==> src/design/ssvg_pkg.sv <==
package ssvg_pkg;

    localparam int INDEX_BITS  = 16;
    localparam int TRIG_STAGES = 16;
    localparam int TABLE_LEN   = 24;
    localparam int ROT_STAGES  = (TRIG_STAGES < TABLE_LEN) ? TRIG_STAGES : TABLE_LEN;
    localparam int ROT_SHIFT_W = 5;

    localparam int PIDX_W      = 16;
    localparam int ARMS_W      = 8;
    localparam int PROD_W      = PIDX_W + ARMS_W;
    localparam int MOD_STEPS   = ARMS_W;
    localparam int MOD_SHIFT_W = 3;

    localparam int ROT_W       = 34;
    localparam int TRIG_W      = 18;

    localparam logic signed [ROT_W-1:0] CORDIC_GAIN = 34'sd652032874;

    localparam logic [2:0] CFG_NUM_POINTS = 3'd0;
    localparam logic [2:0] CFG_NUM_ARMS   = 3'd1;
    localparam logic [2:0] CFG_BOX_MIN_X  = 3'd2;
    localparam logic [2:0] CFG_BOX_MIN_Y  = 3'd3;
    localparam logic [2:0] CFG_BOX_WIDTH  = 3'd4;
    localparam logic [2:0] CFG_ARM_RATIO  = 3'd5;

    typedef struct packed {
        logic              valid;
        logic [PIDX_W-1:0] idx;
        logic [PROD_W-1:0] rem;
    } t_mod_data;

    typedef struct packed {
        logic                  valid;
        logic [PIDX_W-1:0]     rem_a;
        logic [INDEX_BITS-1:0] q_a;
        logic [PIDX_W-1:0]     rem_b;
        logic [INDEX_BITS-1:0] q_b;
    } t_div_data;

    typedef struct packed {
        logic                    valid;
        logic                    neg;
        logic signed [ROT_W-1:0] x;
        logic signed [ROT_W-1:0] y;
        logic signed [ROT_W-1:0] t;
    } t_rot_data;

    // Arc tangent of 2^-k in units of 2^-32 turn.
    function automatic logic [31:0] atan_turn(input logic [ROT_SHIFT_W-1:0] k);
        logic [31:0] v;
        case (k)
            5'd0:    v = 32'd536870912;
            5'd1:    v = 32'd316933406;
            5'd2:    v = 32'd167458907;
            5'd3:    v = 32'd85004757;
            5'd4:    v = 32'd42667331;
            5'd5:    v = 32'd21354465;
            5'd6:    v = 32'd10679838;
            5'd7:    v = 32'd5340245;
            5'd8:    v = 32'd2670163;
            5'd9:    v = 32'd1335087;
            5'd10:   v = 32'd667544;
            5'd11:   v = 32'd333772;
            5'd12:   v = 32'd166886;
            5'd13:   v = 32'd83443;
            5'd14:   v = 32'd41722;
            5'd15:   v = 32'd20861;
            5'd16:   v = 32'd10430;
            5'd17:   v = 32'd5215;
            5'd18:   v = 32'd2608;
            5'd19:   v = 32'd1304;
            5'd20:   v = 32'd652;
            5'd21:   v = 32'd326;
            5'd22:   v = 32'd163;
            5'd23:   v = 32'd81;
            default: v = 32'd0;
        endcase
        return v;
    endfunction

endpackage

==> src/design/ssvg_mod_cell.sv <==
module ssvg_mod_cell (
    input  logic                                i_clk,
    input  logic                                i_rst_n,
    input  logic                                i_en,
    input  logic [ssvg_pkg::PIDX_W-1:0]         i_n,
    input  logic [ssvg_pkg::MOD_SHIFT_W-1:0]    i_shift,
    input  ssvg_pkg::t_mod_data                 i_d,
    output ssvg_pkg::t_mod_data                 o_d
);

    logic [ssvg_pkg::PROD_W-1:0] w_sub;
    ssvg_pkg::t_mod_data         r_d;
    ssvg_pkg::t_mod_data         n_d;

    assign w_sub = {{(ssvg_pkg::PROD_W-ssvg_pkg::PIDX_W){1'b0}}, i_n} << i_shift;

    // One restoring step of the remainder against n shifted up.
    always_comb begin
        n_d = i_d;
        if (i_d.rem >= w_sub) begin
            n_d.rem = i_d.rem - w_sub;
        end
    end

    always_ff @(posedge i_clk) begin
        if (!i_rst_n) begin
            r_d.valid <= 1'b0;
        end else if (i_en) begin
            r_d <= n_d;
        end
    end

    assign o_d = r_d;

endmodule

==> config.mk <==
export PLATFORM = sky130hd
export DESIGN_NAME = ssvg_mod_cell
export DESIGN_NICKNAME = d
export VERILOG_FILES = /design/src/design/ssvg_pkg.sv /design/src/design/ssvg_mod_cell.sv
export SDC_FILE = /design/constraint.sdc
export NUM_CORES = 1
export LEC_CHECK = 0
export BUFFER_PORTS_ARGS = -buffer_cell sky130_fd_sc_hd__buf_2
export CORE_ASPECT_RATIO = 2
export CORE_UTILIZATION = 47
export CTS_BUF_LIST = sky130_fd_sc_hd__clkbuf_16
export CTS_CLUSTER_SIZE = 28
export DETAILED_ROUTE_END_ITERATION = 12
export GPL_TIMING_DRIVEN = 1
export HOLD_SLACK_MARGIN = 0.02
export PLACE_DENSITY = 0.78
export SLEW_MARGIN = 30
export SYNTH_ARGS = -nofsm -noshare
export SYNTH_HDL_FRONTEND = slang
export SYNTH_SLANG_ARGS = --single-unit
==> constraint.sdc <==
create_clock -name i_clk -period 4.1 [get_ports i_clk]
set_clock_uncertainty 0.2 [all_clocks]
set_input_delay 0.41 -clock i_clk [delete_from_list [all_inputs] [get_ports i_clk]]
set_output_delay 0.41 -clock i_clk [all_outputs]
set_load 0.02 [all_outputs]
==> results.sh, run 1 <==
export IMPL_fin_total_pwr_mw=1.572
export IMPL_vias=3222
export IMPL_postSynthAreaPerCell_um2=9.782
export IMPL_critPathKind="input pin to flip-flop"
export IMPL_cts_setup_buffers=0
export IMPL_via_per_inst=5.723
export IMPL_die_h_um=122.0
export IMPL_period_needed_ns=3.918
export IMPL_cts_tree="done"
export IMPL_num_rows=43
export IMPL_worst_pin_slew_ns=0.8745
export IMPL_hp_class="input pin to flip-flop"
export IMPL_postLayoutSetupSlackWorst_ns=0.1816
export IMPL_p_sw_share_pct=34.50
export IMPL_cts_max_level=2
export IMPL_intPower_mw=1.029
export IMPL_synth_area_mm2=0.003384
export IMPL_synth_area_leaders="edfxtp_1, ha_1, mux2i_1, o21ai_0, nand2_1"
export IMPL_final_cells=563
export IMPL_synth_cell_type_count=54
export IMPL_place_hpwl_um=7730
export IMPL_maxCapViolCount=0
export IMPL_required_ns=3.94
export IMPL_totalWireLength_um=9519
export IMPL_p_seq_share_pct=33.9
export IMPL_globalRouteOverflowTotal=0
export IMPL_status="finished clean"
export IMPL_track_usage_pct=26.59
export IMPL_timing_rr_end="o_d[40]"
export IMPL_die_w_um=62.01
export IMPL_fill_cells=563
export IMPL_critPathCaptureType="flip-flop"
export IMPL_yosys_area_top_type="edfxtp_1"
export IMPL_final_setup_viol_count=0
export IMPL_setup_worst_path_end="o_d[23]"
export IMPL_wire_per_inst_um=16.91
export IMPL_antenna_found_initial=0
export IMPL_grt_max_degree=41
export IMPL_first_pass_iters=4
export IMPL_fin_crit_sh_pct=95.57
export IMPL_synth_seq_cells=41
export IMPL_setup_worst_path_start_class="input pin"
export IMPL_drc_errors=0
export IMPL_gp_congestion=0.9688
export IMPL_initialDrtViolationCount=165
export IMPL_cp_arrival_ns=3.76
export IMPL_synth_flop_cell="edfxtp_1"
export IMPL_rr_startpoint="o_d[40]"
export IMPL_synthCells=346
export IMPL_core_area_mm2=0.006940
export IMPL_setup_tns_ns=0
export IMPL_postCtsHoldBufs=0
export IMPL_slew_limit_headroom_pct=41.70
export IMPL_die_area_mm2=0.007565
export IMPL_grt_pass1_vias=3191
export IMPL_multi_input_area_mm2=0.002046
export IMPL_antenna_cells=0
export IMPL_synth_edff_count=40
export IMPL_synth_seq_area_share_pct=36.08
export IMPL_start_util_pct=48.77
export IMPL_syn_nets=434
export IMPL_hold_viol=0
export IMPL_largest_reg_flops=41
export IMPL_synth_warnings=0
export IMPL_ios=104
export IMPL_cp_max_fo=10
export IMPL_seq_area_mm2=0.001221
export IMPL_reg2regPathDepth=2
export IMPL_power_leakage_nw=1.939
export IMPL_p_comb_share_pct=41.1
export IMPL_area_growth_pct=29.28
export IMPL_port_buffers=103
export IMPL_synth_top_area_share_pct=35.49
export IMPL_p_per_area_mw_per_mm2=359.2
export IMPL_clkLatencyLatePin_ns=0.29
export IMPL_fmax_mhz=255.2
export IMPL_cts_buffers=5
export IMPL_rsz0062_at_grt="false"
export IMPL_final_layout_size_suffix_gt1_share_pct=35.10
export IMPL_dp_cells=555
export IMPL_post_cts_resized=0
export IMPL_async_reset_ff_share_pct=0
export IMPL_slew_violations=0
export IMPL_reg2reg_slack_ns=3.29
export IMPL_critPathLaunch="i_shift[1]"
export IMPL_ant_nets=0
export IMPL_p_sw_uw=542.1
export IMPL_clockBufferDepth=2
export IMPL_ir_drop_v=0.0002107
export IMPL_cts_root_buffer="clkbuf_16"
export IMPL_grt_pass1_wl_um=14640
export IMPL_finalNetCount=560
export IMPL_clkPwrFrac_pct=25.0
export IMPL_place_ws_ns=-0.05842
export IMPL_numClockSinks=41
export IMPL_clk_pin_slew_ns=0.06
[layout by cell type, fill, tap and decap left out, types with 3 or more instances in the layout]
master / netlist / final
xnor2_1: 10 / 10
or3_1: 4 / 4
buf_4: 3 / 31
ha_1: 24 / 24
a21oi_1: 21 / 21
a31oi_1: 4 / 4
buf_2: 2 / 103
xor2_1: 8 / 8
nand3_1: 6 / 6
nand2b_1: 5 / 5
nor3_1: 7 / 7
o21ai_1: 3 / 3
mux2i_1: 27 / 27
nand2_1: 37 / 37
mux4_2: 6 / 6
buf_12: 0 / 3
o21ai_0: 30 / 30
nor2_1: 18 / 18
edfxtp_1: 40 / 40
clkbuf_16: 0 / 5
o21bai_1: 3 / 3
a211oi_1: 3 / 3
inv_1: 10 / 10
o31ai_1: 3 / 3
a21o_1: 10 / 10
mux2_2: 7 / 7
nor2b_1: 8 / 8
[power groups by stage]
stage          Sequential (mW)  Clock, mW  Combinational [mW]
2_1_floorplan            0.598          0               0.358
3_3_place_gp             0.540          0               0.631
3_5_place_dp             0.542          0               0.637
4_1_cts                  0.533      0.395               0.641
5_1_grt                  0.537      0.412               0.704
6_report                 0.532      0.393               0.646
[kinds of logic after synthesis]
kind of cell / share of synthesized area (%)
adders and majority gates: 9.464
xor gates and xnor gates: 4.658
AOI/OAI and AO/OA: 17.67
buffers and inverters: 3.734
DFF: 36.08
and+or+nand+nor: 14.08
muxes: 14.31
[synthesized netlist by cell type (all sizes together), types with 3 or more instances]
cell / n
edfxtp: 40
nand2: 37
o21ai: 33
mux2i: 27
ha: 24
a21oi: 22
nor2: 18
a21o: 10
inv: 10
xnor2: 10
buf: 9
clkbuf: 9
nor2b: 8
nor3: 8
xor2: 8
mux2: 7
mux4: 6
nand3: 6
a211oi: 5
nand2b: 5
a31oi: 4
or3: 4
o21bai: 3
o31ai: 3
[per-layer routing]
layer / global-route usage (%) / vias up / routed length, um
li1: - / 1548 / -
met1: 25.14 / 1493 / 3280
met2: 47.94 / 142 / 5199
met3: 2.760 / 39 / 390
met4: 20.83 / 0 / 648
met5: 0 / - / 0
[final cells by class]
cell class | count | area share, %
sequential | 41 | 27.91
timing repair buffer | 137 | 18.47
clock inverter | 3 | 0.5719
clock buffer | 5 | 2.860
multi-input combinational | 277 | 46.75
inverter | 10 | 0.8579
tap | 90 | 2.574
[stage by stage]
step           utilization [%]  cell area [um2]  hold slack, ns
6_report                 63.04             4375         0.09401
5_1_grt                  63.04             4375         0.08617
4_1_cts                  63.04             4375         0.09189
3_5_place_dp             60.88             4225          0.3074
3_3_place_gp             60.88             4225          0.2961
2_1_floorplan                -             3396          0.3089
[worst min path at each step]
| stage | startpoint | end | slack (ns) | cells after the start |
|---|---|---|---|---|
| 5_1_grt | i_d[38] | o_d[38] | 0.09 | 1 |
| 2_1_floorplan | i_d[24] | o_d[24] | 0.31 | 0 |
| 6_report | i_d[29] | o_d[29] | 0.09 | 1 |
| 3_3_place_gp | o_d[40] | o_d[40] | 0.30 | 2 |
| 4_1_cts | i_d[29] | o_d[29] | 0.09 | 1 |
| 3_5_place_dp | o_d[40] | o_d[40] | 0.31 | 2 |
[worst max-delay path, cell delays in order]
cell	delay, ns
buf_2	0.25
buf_4	0.23
nor2b_1	0.06
a211oi_1	0.24
a21oi_1	0.10
mux2i_1	0.21
ha_1	0.34
and3_1	0.24
and4_1	0.20
o21ai_1	0.13
a211oi_2	0.15
nor3_2	0.31
o21ai_0	0.22
a311oi_1	0.31
mux2_2	0.37
(Power assumes the default switching activity.)
==> inputs of run 2 (changes only) <==
- CELL_PAD_IN_SITES_DETAIL_PLACEMENT: default -> 1
- CELL_PAD_IN_SITES_GLOBAL_PLACEMENT: default -> 1
- CORE_UTILIZATION: 47 -> 35
==> run 2 against run 1 <==
Compared with the run above: sequential power about the same; critical path depth unchanged; sequential share of layout area down 0.12 points; final cell count up 2.7%; die area up 33%; first-iteration DRC count down 38%; global-route usage down 3.5 points; worst setup slack worse by 0.040 ns; count of clock-buffer cells in the layout unchanged; largest power group unchanged.
==> results.sh, run 2 (synthesis gave the netlist of run 1 again) <==
export IMPL_ant_nets=0
export IMPL_wl_met3_um=355
export IMPL_status="finished clean"
export IMPL_die_area_mm2=0.01009
export IMPL_final_layout_size_suffix_gt1_share_pct=35.02
export IMPL_cts_setup_buffers=0
export IMPL_area_growth_pct=29.83
export IMPL_critPathCaptureType="flip-flop"
export IMPL_grt_pass1_wl_um=17330
export IMPL_rsz0062_at_grt="false"
export IMPL_track_usage_pct=23.09
export IMPL_port_buffers=103
export IMPL_required_ns=3.95
export IMPL_final_area_mm2=0.004394
export IMPL_place_ws_ns=-0.1166
export IMPL_clockBufferDepth=2
export IMPL_start_util_pct=36.07
export IMPL_cts_buffers=5
export IMPL_maxCapViolCount=0
export IMPL_first_pass_iters=4
export IMPL_postCtsHoldBufs=0
export IMPL_antenna_cells=0
export IMPL_slew_violations=0
export IMPL_power_leakage_nw=1.953
export IMPL_antenna_found_initial=0
export IMPL_final_common_cell="buf_2"
export IMPL_core_area_mm2=0.009384
export IMPL_numClockSinks=41
export IMPL_place_hpwl_um=9632
export IMPL_setup_tns_ns=0
export IMPL_critPathKind="input pin to flip-flop"
export IMPL_setup_worst_path_start_class="input pin"
export IMPL_dp_cells=570
export IMPL_fmax_mhz=252.6
export IMPL_period_needed_ns=3.958
export IMPL_fin_crit_sh_pct=96.54
export IMPL_clkLatencyLatePin_ns=0.29
export IMPL_slew_limit_headroom_pct=62.39
export IMPL_postLayoutSetupSlackWorst_ns=0.1419
export IMPL_clk_pin_slew_ns=0.07
export IMPL_wl_met1_um=3599
export IMPL_hp_class="input pin to flip-flop"
export IMPL_ir_drop_v=0.0001539
export IMPL_finalNetCount=561
export IMPL_initialDrtViolationCount=103
export IMPL_die_w_um=71.54
export IMPL_num_rows=50
export IMPL_globalRouteOverflowTotal=0
export IMPL_cts_tree="done"
export IMPL_cp_max_fo=14
export IMPL_final_setup_viol_count=0
export IMPL_gp_congestion=0.8973
export IMPL_drc_errors=0
export IMPL_place_area_mm2=0.004225
export IMPL_largest_reg_flops=41
export IMPL_most_common_layout_cells="buf_2, edfxtp_1, nand2_1"
export IMPL_wire_per_inst_um=19.80
export IMPL_cts_root_buffer="clkbuf_16"
export IMPL_die_h_um=141.1
export IMPL_worst_pin_slew_ns=0.5641
export IMPL_totalWireLength_um=11450
export IMPL_p_per_area_mw_per_mm2=377.4
export IMPL_dr_wl_met2_um=6718
export IMPL_grt_pass1_vias=3427
export IMPL_dr_max_layer_used="met4"
export IMPL_hold_viol=0
export IMPL_final_cells=578
export IMPL_grt_max_degree=41
export IMPL_ios=104
export IMPL_via_per_inst=5.581
export IMPL_cp_arrival_ns=3.80
export IMPL_cts_max_level=2
export IMPL_post_cts_resized=0
export IMPL_vias=3226
[run 2: report_power, final]
| part | total (mW) | switching (mW) | internal (mW) |
|---|---|---|---|
| sequential | 0.532 | 0.00913 | 0.522 |
| clock | 0.464 | 0.178 | 0.287 |
| combinational | 0.663 | 0.386 | 0.277 |
| total | 1.66 | 0.573 | 1.09 |
[run 2: metal layers]
metal	global-route usage, %	vias up
li1	-	1548
met1	19.56	1531
met2	46.62	105
met3	3.002	42
met4	16.20	0
met5	0	-
[run 2: metrics by stage]
step	hold slack [ns]	total power, mW	util (%)
after global placement	0.2935	1.186	45.03
final	0.08574	1.658	46.83
after global routing	0.08575	1.730	46.83
after floorplan	0.3089	0.9551	-
after CTS	0.08131	1.668	46.81
after detailed placement	0.3164	1.202	45.03
[run 2: worst paths after layout]
kind	cells after the start	slack, ns	startpoint	endpoint
setup / recovery	15	0.14	i_shift[1]	o_d[23]
hold / removal	1	0.09	i_d[35]	o_d[35]
setup reg to reg	2	3.31	o_d[40]	o_d[40]
hold reg to reg	2	0.33	o_d[40]	o_d[40]
[run 2: final cells by class]
| cell class | instances | area (um2) |
|---|---|---|
| Inverter | 10 | 37.54 |
| Fill cell | 1128 | 4990 |
| Multi-Input combinational cell | 277 | 2047 |
| Timing Repair Buffer | 138 | 790.8 |
| Tap cell | 104 | 130.1 |
| Clock buffer | 5 | 125.1 |
| Sequential cell | 41 | 1221 |
| Clock inverter | 3 | 42.54 |
[run 2: critical path: stages]
cell,delay (ns)
buf_2,0.23
buf_12,0.18
nor2b_1,0.05
a211oi_1,0.28
a21oi_1,0.12
mux2i_1,0.37
ha_1,0.36
and3_1,0.22
and4_1,0.20
o21ai_1,0.14
a211oi_2,0.14
nor3_2,0.33
o21ai_0,0.15
a311oi_1,0.25
mux2_2,0.36
