$ cat src/design/ssvg_pkg.sv
package ssvg_pkg;

    localparam int INDEX_BITS  = 16;
    localparam int TRIG_STAGES = 16;
    localparam int TABLE_LEN   = 24;
    localparam int ROT_STAGES  = (TRIG_STAGES < TABLE_LEN) ? TRIG_STAGES : TABLE_LEN;
    localparam int ROT_SHIFT_W = 5;

    localparam int PIDX_W      = 16;
    localparam int ARMS_W      = 8;
    localparam int PROD_W      = PIDX_W + ARMS_W;
    localparam int MOD_STEPS   = ARMS_W;
    localparam int MOD_SHIFT_W = 3;

    localparam int ROT_W       = 34;
    localparam int TRIG_W      = 18;

    localparam logic signed [ROT_W-1:0] CORDIC_GAIN = 34'sd652032874;

    localparam logic [2:0] CFG_NUM_POINTS = 3'd0;
    localparam logic [2:0] CFG_NUM_ARMS   = 3'd1;
    localparam logic [2:0] CFG_BOX_MIN_X  = 3'd2;
    localparam logic [2:0] CFG_BOX_MIN_Y  = 3'd3;
    localparam logic [2:0] CFG_BOX_WIDTH  = 3'd4;
    localparam logic [2:0] CFG_ARM_RATIO  = 3'd5;

    typedef struct packed {
        logic              valid;
        logic [PIDX_W-1:0] idx;
        logic [PROD_W-1:0] rem;
    } t_mod_data;

    typedef struct packed {
        logic                  valid;
        logic [PIDX_W-1:0]     rem_a;
        logic [INDEX_BITS-1:0] q_a;
        logic [PIDX_W-1:0]     rem_b;
        logic [INDEX_BITS-1:0] q_b;
    } t_div_data;

    typedef struct packed {
        logic                    valid;
        logic                    neg;
        logic signed [ROT_W-1:0] x;
        logic signed [ROT_W-1:0] y;
        logic signed [ROT_W-1:0] t;
    } t_rot_data;

    // Arc tangent of 2^-k in units of 2^-32 turn.
    function automatic logic [31:0] atan_turn(input logic [ROT_SHIFT_W-1:0] k);
        logic [31:0] v;
        case (k)
            5'd0:    v = 32'd536870912;
            5'd1:    v = 32'd316933406;
            5'd2:    v = 32'd167458907;
            5'd3:    v = 32'd85004757;
            5'd4:    v = 32'd42667331;
            5'd5:    v = 32'd21354465;
            5'd6:    v = 32'd10679838;
            5'd7:    v = 32'd5340245;
            5'd8:    v = 32'd2670163;
            5'd9:    v = 32'd1335087;
            5'd10:   v = 32'd667544;
            5'd11:   v = 32'd333772;
            5'd12:   v = 32'd166886;
            5'd13:   v = 32'd83443;
            5'd14:   v = 32'd41722;
            5'd15:   v = 32'd20861;
            5'd16:   v = 32'd10430;
            5'd17:   v = 32'd5215;
            5'd18:   v = 32'd2608;
            5'd19:   v = 32'd1304;
            5'd20:   v = 32'd652;
            5'd21:   v = 32'd326;
            5'd22:   v = 32'd163;
            5'd23:   v = 32'd81;
            default: v = 32'd0;
        endcase
        return v;
    endfunction

endpackage

$ cat src/design/ssvg_div_cell.sv
module ssvg_div_cell (
    input  logic                        i_clk,
    input  logic                        i_rst_n,
    input  logic                        i_en,
    input  logic [ssvg_pkg::PIDX_W-1:0] i_n,
    input  ssvg_pkg::t_div_data         i_d,
    output ssvg_pkg::t_div_data         o_d
);

    localparam int IB = ssvg_pkg::INDEX_BITS;

    logic [ssvg_pkg::PIDX_W:0] w_ta;
    logic [ssvg_pkg::PIDX_W:0] w_tb;
    logic [ssvg_pkg::PIDX_W:0] w_n;
    logic                      w_ge_a;
    logic                      w_ge_b;
    ssvg_pkg::t_div_data       r_d;
    ssvg_pkg::t_div_data       n_d;

    assign w_n    = {1'b0, i_n};
    assign w_ta   = {i_d.rem_a, 1'b0};
    assign w_tb   = {i_d.rem_b, 1'b0};
    assign w_ge_a = (w_ta >= w_n);
    assign w_ge_b = (w_tb >= w_n);

    // One quotient bit of each of the two phase divisions.
    always_comb begin
        n_d       = i_d;
        n_d.rem_a = w_ge_a ? ssvg_pkg::PIDX_W'(w_ta - w_n) : w_ta[ssvg_pkg::PIDX_W-1:0];
        n_d.rem_b = w_ge_b ? ssvg_pkg::PIDX_W'(w_tb - w_n) : w_tb[ssvg_pkg::PIDX_W-1:0];
        n_d.q_a   = {i_d.q_a[IB-2:0], w_ge_a};
        n_d.q_b   = {i_d.q_b[IB-2:0], w_ge_b};
    end

    always_ff @(posedge i_clk) begin
        if (!i_rst_n) begin
            r_d.valid <= 1'b0;
        end else if (i_en) begin
            r_d <= n_d;
        end
    end

    assign o_d = r_d;

endmodule

$ cat config.mk
export PLATFORM = sky130hd
export DESIGN_NAME = ssvg_div_cell
export DESIGN_NICKNAME = d
export VERILOG_FILES = /design/src/design/ssvg_pkg.sv /design/src/design/ssvg_div_cell.sv
export SDC_FILE = /design/constraint.sdc
export NUM_CORES = 1
export LEC_CHECK = 0
export BUFFER_PORTS_ARGS = -buffer_cell sky130_fd_sc_hd__clkbuf_2
export CAP_MARGIN = 20
export CORE_ASPECT_RATIO = 0.75
export CORE_MARGIN = 3
export CORE_UTILIZATION = 46
export DETAILED_ROUTE_END_ITERATION = 8
export PLACE_DENSITY = 0.79
export SYNTH_ARGS = -nofsm -noshare
export SYNTH_HDL_FRONTEND = slang
export SYNTH_SLANG_ARGS = --single-unit
$ cat constraint.sdc
create_clock -name i_clk -period 3.8 [get_ports i_clk]
set_input_delay 0.38 -clock i_clk [delete_from_list [all_inputs] [get_ports i_clk]]
set_output_delay 0.38 -clock i_clk [all_outputs]
set_load 0.1 [all_outputs]
==> flow_metrics.env, run 1 <==
export IMPL_status="finished clean"
export IMPL_cp_end_kind="register"
export IMPL_clk_pin_slew_ps=60
export IMPL_setup_viol=0
export IMPL_diodes=0
export IMPL_cts_resized=0
export IMPL_maxCapViolCount=0
export IMPL_path_depth=10
export IMPL_synth_edf_count=64
export IMPL_largest_reg_flops=65
export IMPL_startpoint="i_n[10]"
export IMPL_path_cells="clkbuf_2 -> inv_1 -> ha_1 -> inv_1 -> nor2_1 -> o211ai_1 -> and2_0 -> o31ai_4 -> buf_4 -> mux2_2"
export IMPL_cts_setup_buffers=0
export IMPL_synth_flop_cell="edfxtp_1"
export IMPL_synthArstFlopShare=0
export IMPL_cts_tree="yes"
export IMPL_grt_pass1_vias=3298
export IMPL_drt_vias_per_instance=5.49
export IMPL_setup_tns_ps=0
export IMPL_endpoint="o_d[30]"
export IMPL_cpMostUsedCell="inv_1"
export IMPL_netlist_instances=369
export IMPL_yosysWarnings=0
export IMPL_totalWireLength_mm=10.5
export IMPL_firstDrtPassIters=5
export IMPL_max_stage_delay_ps=480
export IMPL_insertion_delay_ps=330
export IMPL_final_nets=639
export IMPL_fill_cells=709
export IMPL_coreArea_um2=8600
export IMPL_r2r_end="o_d[64]"
export IMPL_wl_per_cell_um=16.5
export IMPL_avgSynthCellArea_um2=11.2
export IMPL_syn_num_nets=487
export IMPL_multi_input_area_um2=2050
export IMPL_min_path_type="input port to register"
export IMPL_initial_utilization=0.482
export IMPL_skew_ps=0
export IMPL_ys_seq_elements=65
export IMPL_power_leakage_nw=2.39
export IMPL_slew_headroom=0.418
export IMPL_cts_buffer_depth=2
export IMPL_reg2reg_depth=2
export IMPL_area_delta_synth_final_pct=27.1
export IMPL_crit_fanout=9
export IMPL_die_w_um=116
export IMPL_timing_rr_start="o_d[64]"
export IMPL_synth_seq_area_share=0.468
export IMPL_timing_hold_ws_ps=225
export IMPL_die_area_um2=10200
export IMPL_port_buffers=146
export IMPL_dp_hpwl_mm=7.96
export IMPL_worstPathRequired_ps=3880
export IMPL_crit_type="input port to register"
export IMPL_min_period_ps=2640
export IMPL_ir_worst_vdd_uv=270
export IMPL_crit_buf_inv=4
export IMPL_detail_route_antenna_nets=0
export IMPL_gp_congestion=0.880
export IMPL_cts_max_level=3
export IMPL_first_iter_violations=215
export IMPL_rsz0062_at_grt="no"
export IMPL_drv_slew=0
export IMPL_cts_buffers=9
export IMPL_synth_cell_type_count=60
export IMPL_cp_start_kind="input port"
export IMPL_post_route_drc_count=0
export IMPL_grt_pass1_wl_mm=15.8
export IMPL_hold_viol_final=0
export IMPL_rows=29
export IMPL_cts_root_buf="clkbuf_16"
export IMPL_antenna_found_initial=0
export IMPL_vias=3480
export IMPL_slowest_stage="o31ai_4"
export IMPL_die_height_um=88.2
export IMPL_max_freq_ghz=0.379
export IMPL_power_density_nw_per_um2=504
export IMPL_rrSetupSlack_ps=3210
export IMPL_clock_sinks=65
export IMPL_cp_arrival_ps=2720
export IMPL_hold_buffers=0
export IMPL_syn_area_um2=4150
export IMPL_drive_above_1_share=0.348
export IMPL_grt_max_degree=36
export IMPL_tightest_slew_ps=873
export IMPL_final_core_util=0.613
export IMPL_period_share=0.694
export IMPL_grtUsageTotal=0.201
export IMPL_cp_top_family="compound AO/OA/AOI/OAI gates"
export IMPL_boundaryPins=149
export IMPL_grt_ovfl_total=0
export IMPL_seq_area_um2=1940
[power by group]
part | total (mW) | switching, mW | internal [mW]
Combinational | 0.960 | 0.712 | 0.248
Clock | 0.806 | 0.307 | 0.499
Sequential | 0.890 | 0.0162 | 0.874
[area by class of cell]
cell class | count | area share
clock buffer | 9 | 0.0427
clock inverter | 7 | 0.0116
inverter | 30 | 0.0214
multi-input combinational | 267 | 0.389
sequential | 65 | 0.368
tap | 108 | 0.0256
timing repair buffer | 148 | 0.142
[metal layers]
metal | up-vias | part of all wire | track usage | routed length [um]
li1 | 1701 | - | - | -
met1 | 1611 | 0.45 | 0.263 | 4690
met2 | 142 | 0.47 | 0.324 | 4920
met3 | 26 | 0.062 | 0.0560 | 654
met4 | 0 | 0.020 | 0.0738 | 212
met5 | - | 0 | 0 | 0
[how the worst min path moves through the flow]
stage | startpoint | end | slack [ps] | cells after the start
2_1_floorplan | i_d[9] | o_d[10] | 480 | 0
3_3_place_gp | o_d[64] | o_d[64] | 500 | 2
3_5_place_dp | o_d[64] | o_d[64] | 530 | 2
4_1_cts | i_d[36] | o_d[37] | 210 | 1
5_1_grt | i_d[36] | o_d[37] | 210 | 1
6_report | i_d[39] | o_d[40] | 220 | 1
[synth_stat cells (3+ instances only)]
master     instances  area share
edfxtp_1          64        0.46
a21oi_1           32       0.039
ha_1              32       0.097
inv_1             29       0.026
nor2_1            25       0.023
nand2_1           18       0.016
o21ai_0           16       0.019
xnor2_1           12       0.025
a21o_1             8       0.014
mux2_2             8       0.022
nand2b_1           8       0.012
a211oi_1           7       0.013
mux2_1             6       0.016
mux2_4             6       0.022
nand3_1            6      0.0072
o211ai_1           6       0.011
and3_1             5      0.0075
o21a_1             5      0.0091
xor2_1             5       0.011
a21boi_0           4      0.0072
mux2i_1            4      0.0097
nand4_1            4      0.0060
nor2b_1            4      0.0060
nor3_1             4      0.0048
o31ai_1            4      0.0072
a2111oi_0          3      0.0063
clkbuf_1           3      0.0027
[cells in the final DEF, fill, tap and decap left out, drive strengths merged, types with 4 or more instances in the layout]
cell type,Yosys,final
o21ai,17,17
a211oi,7,7
edfxtp,64,64
clkinv,0,4
nand4,4,4
a21oi,32,32
and3,5,5
xnor2,12,12
clkbuf,3,155
inv,30,30
ha,32,32
xor2,5,5
o211ai,6,6
nor2,25,25
mux2,20,20
a21o,8,8
nor2b,4,4
o21a,5,5
nand3,7,7
o31ai,5,5
nand2,19,19
nor3,4,4
a21boi,5,5
mux2i,4,4
nand2b,8,8
[cell families (layout without fill, tap and decap cells)]
family          after synthesis  count (layout)  synth area share
compound gates              105             105             0.176
xor+xnor                     17              17            0.0359
fa+ha+maj                    34              34             0.106
buf+inv                      37             194            0.0383
flops                        65              65             0.468
mux                          24              24            0.0694
simple gates                 87              87             0.106
[per-stage QoR]
| stage | std cells | total power, mW | setup WS, ps | area (um^2) |
|---|---|---|---|---|
| floorplan | 369 | 1.69 | 1270 | 4150 |
| global placement | 618 | 1.84 | 838 | 4980 |
| detailed placement | 618 | 1.86 | 821 | 4980 |
| CTS | 634 | 2.67 | 1180 | 5270 |
| global route | 634 | 2.76 | 1020 | 5270 |
| finish | 634 | 2.66 | 1160 | 5270 |
Power figures use the tool's default switching activity.
==> run 2: changes to the inputs <==
==> constraint.sdc (replaced) <==
create_clock -name i_clk -period 2.5 [get_ports i_clk]
set_input_delay 0.25 -clock i_clk [delete_from_list [all_inputs] [get_ports i_clk]]
set_output_delay 0.25 -clock i_clk [all_outputs]
set_load 0.1 [all_outputs]
==> flow_metrics.env, run 2 (same netlist as run 1, synthesis figures left out) <==
export IMPL_status="finished clean"
export IMPL_rsz0062_at_grt="no"
export IMPL_place_ws_ps=-287
export IMPL_min_path_type="input port to register"
export IMPL_insertion_delay_ps=330
export IMPL_area_delta_synth_final_pct=36.1
export IMPL_drive_above_1_share=0.407
export IMPL_boundaryPins=149
export IMPL_crit_buf_inv=3
export IMPL_drv_slew=0
export IMPL_diodes=0
export IMPL_power_density_nw_per_um2=709
export IMPL_tightest_slew_ps=552
export IMPL_cts_max_level=3
export IMPL_period_share=0.931
export IMPL_dp_hpwl_mm=8.51
export IMPL_stdcell_count=685
export IMPL_firstDrtPassIters=4
export IMPL_hold_viol_final=0
export IMPL_cp_end_kind="register"
export IMPL_dp_cells=667
export IMPL_initial_utilization=0.482
export IMPL_min_period_ps=2330
export IMPL_first_iter_violations=142
export IMPL_crit_type="input port to register"
export IMPL_detail_route_antenna_nets=0
export IMPL_ir_worst_vdd_uv=500
export IMPL_max_stage_delay_ps=450
export IMPL_cts_root_buf="clkbuf_16"
export IMPL_cts_buffers=9
export IMPL_grt_max_degree=58
export IMPL_layout_commonest_cell="clkbuf_2"
export IMPL_seq_area_um2=1940
export IMPL_skew_ps=0
export IMPL_power_frac_comb=0.392
export IMPL_die_w_um=116
export IMPL_slowest_stage="a211oi_1"
export IMPL_p_clk_frac=0.269
export IMPL_rows=29
export IMPL_largest_reg_flops=65
export IMPL_totalWireLength_mm=10.8
export IMPL_grt_pass1_vias=3671
export IMPL_fill_cells=691
export IMPL_cts_tree="yes"
export IMPL_grt_ovfl_total=0
export IMPL_antenna_found_initial=0
export IMPL_maxCapViolCount=0
export IMPL_cp_start_kind="input port"
export IMPL_path_cells="clkbuf_2 -> inv_1 -> ha_1 -> a21o_1 -> a211oi_1 -> o41a_1 -> o31ai_4 -> buf_4 -> mux2_1"
export IMPL_cts_resized=0
export IMPL_setup_viol=0
export IMPL_port_buffers=146
export IMPL_grt_pass1_wl_mm=16.9
export IMPL_coreArea_um2=8600
export IMPL_setup_tns_ps=0
export IMPL_die_area_um2=10200
export IMPL_worstPathRequired_ps=2570
export IMPL_vias=3708
export IMPL_drt_vias_per_instance=5.41
export IMPL_setup_slack_ps=174
export IMPL_grtUsageTotal=0.212
export IMPL_cts_buffer_depth=2
export IMPL_seqPwrFrac=0.338
export IMPL_die_height_um=88.2
export IMPL_final_core_util=0.656
export IMPL_cp_arrival_ps=2400
export IMPL_switchingPower_mw=1.56
export IMPL_wl_per_cell_um=15.8
export IMPL_multi_input_area_um2=2050
export IMPL_max_freq_ghz=0.430
export IMPL_final_nets=692
export IMPL_swShare=0.390
export IMPL_clk_pin_slew_ps=50
export IMPL_gp_congestion=0.913
export IMPL_crit_fanout=7
export IMPL_slew_headroom=0.633
export IMPL_post_route_drc_count=0
export IMPL_clock_sinks=65
export IMPL_power_leakage_nw=2.63
export IMPL_internal_power_mw=2.44
export IMPL_layout_common_cells="146 x clkbuf_2, 64 x edfxtp_1, 54 x buf_4"
export IMPL_cp_top_family="compound AO/OA/AOI/OAI gates"
## run 2: final cells by class
class | count | share of cell area
clock buffers | 9 | 0.0399
clock inverters | 5 | 0.00443
inverters | 30 | 0.0200
multi-input cells | 267 | 0.363
flip-flops and latches | 65 | 0.344
well taps | 108 | 0.0239
repair buffers | 201 | 0.205
## run 2: layer usage
metal  vias to the layer above  GRT usage  part of all wire
li1                       1805          -                 -
met1                      1743      0.264              0.43
met2                       143      0.359              0.48
met3                        17     0.0602             0.071
met4                         0     0.0717             0.016
met5                         -          0                 0
## run 2: final timing paths
kind,start,endpoint,slack (ps),cells after the start
worst max-delay path,i_n[14],o_d[26],170,9
worst min-delay path,i_d[10],o_d[11],90,1
worst max register to register,o_d[64],o_d[64],1900,2
worst min register to register,o_d[64],o_d[64],540,2
## run 2: worst reg2reg max path: cells and delay by family (launching register included)
kind | cells | cell delay, ps
flops | 1 | 310
mux | 1 | 130
simple gates | 1 | 60
## run 2: through the flow
stage	total power [mW]	hold WS (ps)	area, um^2
floorplan	2.56	349	4150
global placement	2.90	428	5360
detailed placement	2.93	429	5360
CTS	4.02	86.0	5610
global route	4.17	83.0	5640
finish	4.00	94.7	5640
## run 2: power by group through the flow
stage                     clock, mW  combinational (mW)  sequential, mW
after global routing           1.14                1.67            1.36
after CTS                      1.10                1.56            1.35
after global placement            0                1.53            1.37
final                          1.08                1.57            1.35
after floorplan                   0               0.518            2.04
after detailed placement          0                1.55            1.37
## run 2: timing repair
action	in CTS	in global routing
setup endpoints to repair	0	11
hold buffers	0	0
setup buffers	0	4
==> run 3: changes to the inputs <==
--- a/config.mk
+++ b/config.mk
@@ -11,7 +11,7 @@
 export CORE_MARGIN = 3
 export CORE_UTILIZATION = 46
 export DETAILED_ROUTE_END_ITERATION = 8
-export PLACE_DENSITY = 0.79
+export PLACE_DENSITY = 0.83
 export SYNTH_ARGS = -nofsm -noshare
 export SYNTH_HDL_FRONTEND = slang
 export SYNTH_SLANG_ARGS = --single-unit
==> flow_metrics.env, run 3 (same netlist as run 1, synthesis figures left out) <==
export IMPL_slew_headroom=0.634
export IMPL_rrSetupSlack_ps=1900
export IMPL_final_area_um2=5750
export IMPL_grt_pass1_vias=3627
export IMPL_min_period_ps=2260
export IMPL_wl_per_cell_um=16.4
export IMPL_drive_above_1_share=0.416
export IMPL_cts_max_level=3
export IMPL_gp_congestion=0.913
export IMPL_maxCapViolCount=0
export IMPL_min_path_type="input port to register"
export IMPL_clk_pin_slew_ps=50
export IMPL_status="finished clean"
export IMPL_hold_path_cell_count=1
export IMPL_die_height_um=88.2
export IMPL_cts_buffer_depth=2
export IMPL_grt_pass1_wl_mm=17.5
export IMPL_tightest_slew_ps=551
export IMPL_final_core_util=0.669
export IMPL_crit_type="input port to register"
export IMPL_port_buffers=146
export IMPL_rsz0062_at_grt="no"
export IMPL_skew_ps=0
export IMPL_setup_tns_ps=0
export IMPL_grt_max_degree=46
export IMPL_initial_utilization=0.482
export IMPL_post_route_drc_count=0
export IMPL_whs_endpoint="o_d[46]"
export IMPL_diodes=0
export IMPL_hold_buffers=0
export IMPL_fill_cells=683
export IMPL_totalWireLength_mm=11.3
export IMPL_cp_end_kind="register"
export IMPL_cts_root_buf="clkbuf_16"
export IMPL_drv_slew=0
export IMPL_coreArea_um2=8600
export IMPL_timing_rr_start="o_d[64]"
export IMPL_cp_start_kind="input port"
export IMPL_r2r_end="o_d[64]"
export IMPL_largest_reg_flops=65
export IMPL_die_area_um2=10200
export IMPL_layout_commonest_cell="clkbuf_2"
export IMPL_reg2reg_depth=2
export IMPL_firstDrtPassIters=4
export IMPL_timing_hold_ws_ps=92.8
export IMPL_grt_ovfl_total=0
export IMPL_die_w_um=116
export IMPL_hold_viol_final=0
export IMPL_postPlaceCellArea_um2=5430
export IMPL_min_from="i_d[45]"
export IMPL_cp_arrival_ps=2330
export IMPL_power_leakage_nw=2.69
export IMPL_boundaryPins=149
export IMPL_detail_route_antenna_nets=0
export IMPL_power_density_nw_per_um2=731
export IMPL_cts_buffers=9
export IMPL_layout_common_cells="146 x clkbuf_2, 64 x edfxtp_1, 54 x buf_4"
export IMPL_crit_fanout=6
export IMPL_antenna_found_initial=0
export IMPL_clock_sinks=65
export IMPL_rows=29
export IMPL_grtUsageTotal=0.220
export IMPL_max_freq_ghz=0.443
export IMPL_period_share=0.904
export IMPL_first_iter_violations=244
export IMPL_area_delta_synth_final_pct=38.6
export IMPL_final_nets=695
export IMPL_dp_hpwl_mm=9.06
export IMPL_drt_vias_per_instance=5.48
export IMPL_worstPathRequired_ps=2580
export IMPL_ir_worst_vdd_uv=563
export IMPL_vias=3784
export IMPL_setup_viol=0
export IMPL_cts_tree="yes"
export IMPL_insertion_delay_ps=330
-- run 3: cell types whose count changed in the layout (fill, tap and decap cells not counted), sizes merged --
cell / change
buf: +3
bufinv: +1
clkinv: +2
clkinvlp: -1
-- run 3: worst max-delay path by stage --
stage	cells after the start	slack, ps	to	start
floorplan	11	100	o_d[54]	i_n[14]
finish	12	240	o_d[52]	i_n[10]
detailed placement	9	-250	o_d[22]	i_n[6]
CTS	9	60	o_d[22]	i_n[6]
global route	11	130	o_d[27]	i_n[1]
global placement	9	-190	o_d[30]	i_n[6]
-- run 3: metrics by stage --
step	instances	setup WS, ps	power [mW]
floorplan	369	101	2.56
CTS	688	61.5	4.21
finish	690	241	4.20
detailed placement	672	-246	2.96
global route	690	132	4.38
global placement	672	-193	2.93
-- run 3: layout make-up --
class / count / area [um^2] / area share
multi-input combinational: 267 / 2050 / 0.356
sequential: 65 / 1940 / 0.338
timing repair buffer: 204 / 1220 / 0.211
clock buffer: 9 / 225 / 0.0392
tap: 108 / 135 / 0.0235
inverter: 30 / 113 / 0.0196
clock inverter: 7 / 71.3 / 0.0124
-- run 3: where the power goes --
part / leakage (nW) / internal, mW / total (mW) / switching (mW)
sequential: 0.610 / 1.33 / 1.35 / 0.0255
clock: 0.149 / 0.770 / 1.24 / 0.472
combinational: 1.93 / 0.486 / 1.61 / 1.12
-- run 3: repair_timing --
item,CTS,global route
endpoints found under the setup margin,0,11
resized for setup,0,0
buffers inserted,0,2
-- run 3: worst max-delay path, stage by stage --
cell and delay, ps:
clkbuf_2 70, inv_1 70, buf_4 140, ha_1 350, a21oi_1 230, o21ai_0 170
a311oi_2 340, nand3_2 140, nand2_4 80, inv_2 60, buf_12 130, mux2_1 300
-- run 3: per-layer routing --
| metal | up-vias | share of wire | GRT usage |
|---|---|---|---|
| met1 | 1776 | 0.44 | 0.283 |
| li1 | 1820 | - | - |
| met2 | 162 | 0.48 | 0.372 |
| met5 | - | 0 | 0 |
| met3 | 26 | 0.069 | 0.0663 |
| met4 | 0 | 0.014 | 0.0443 |
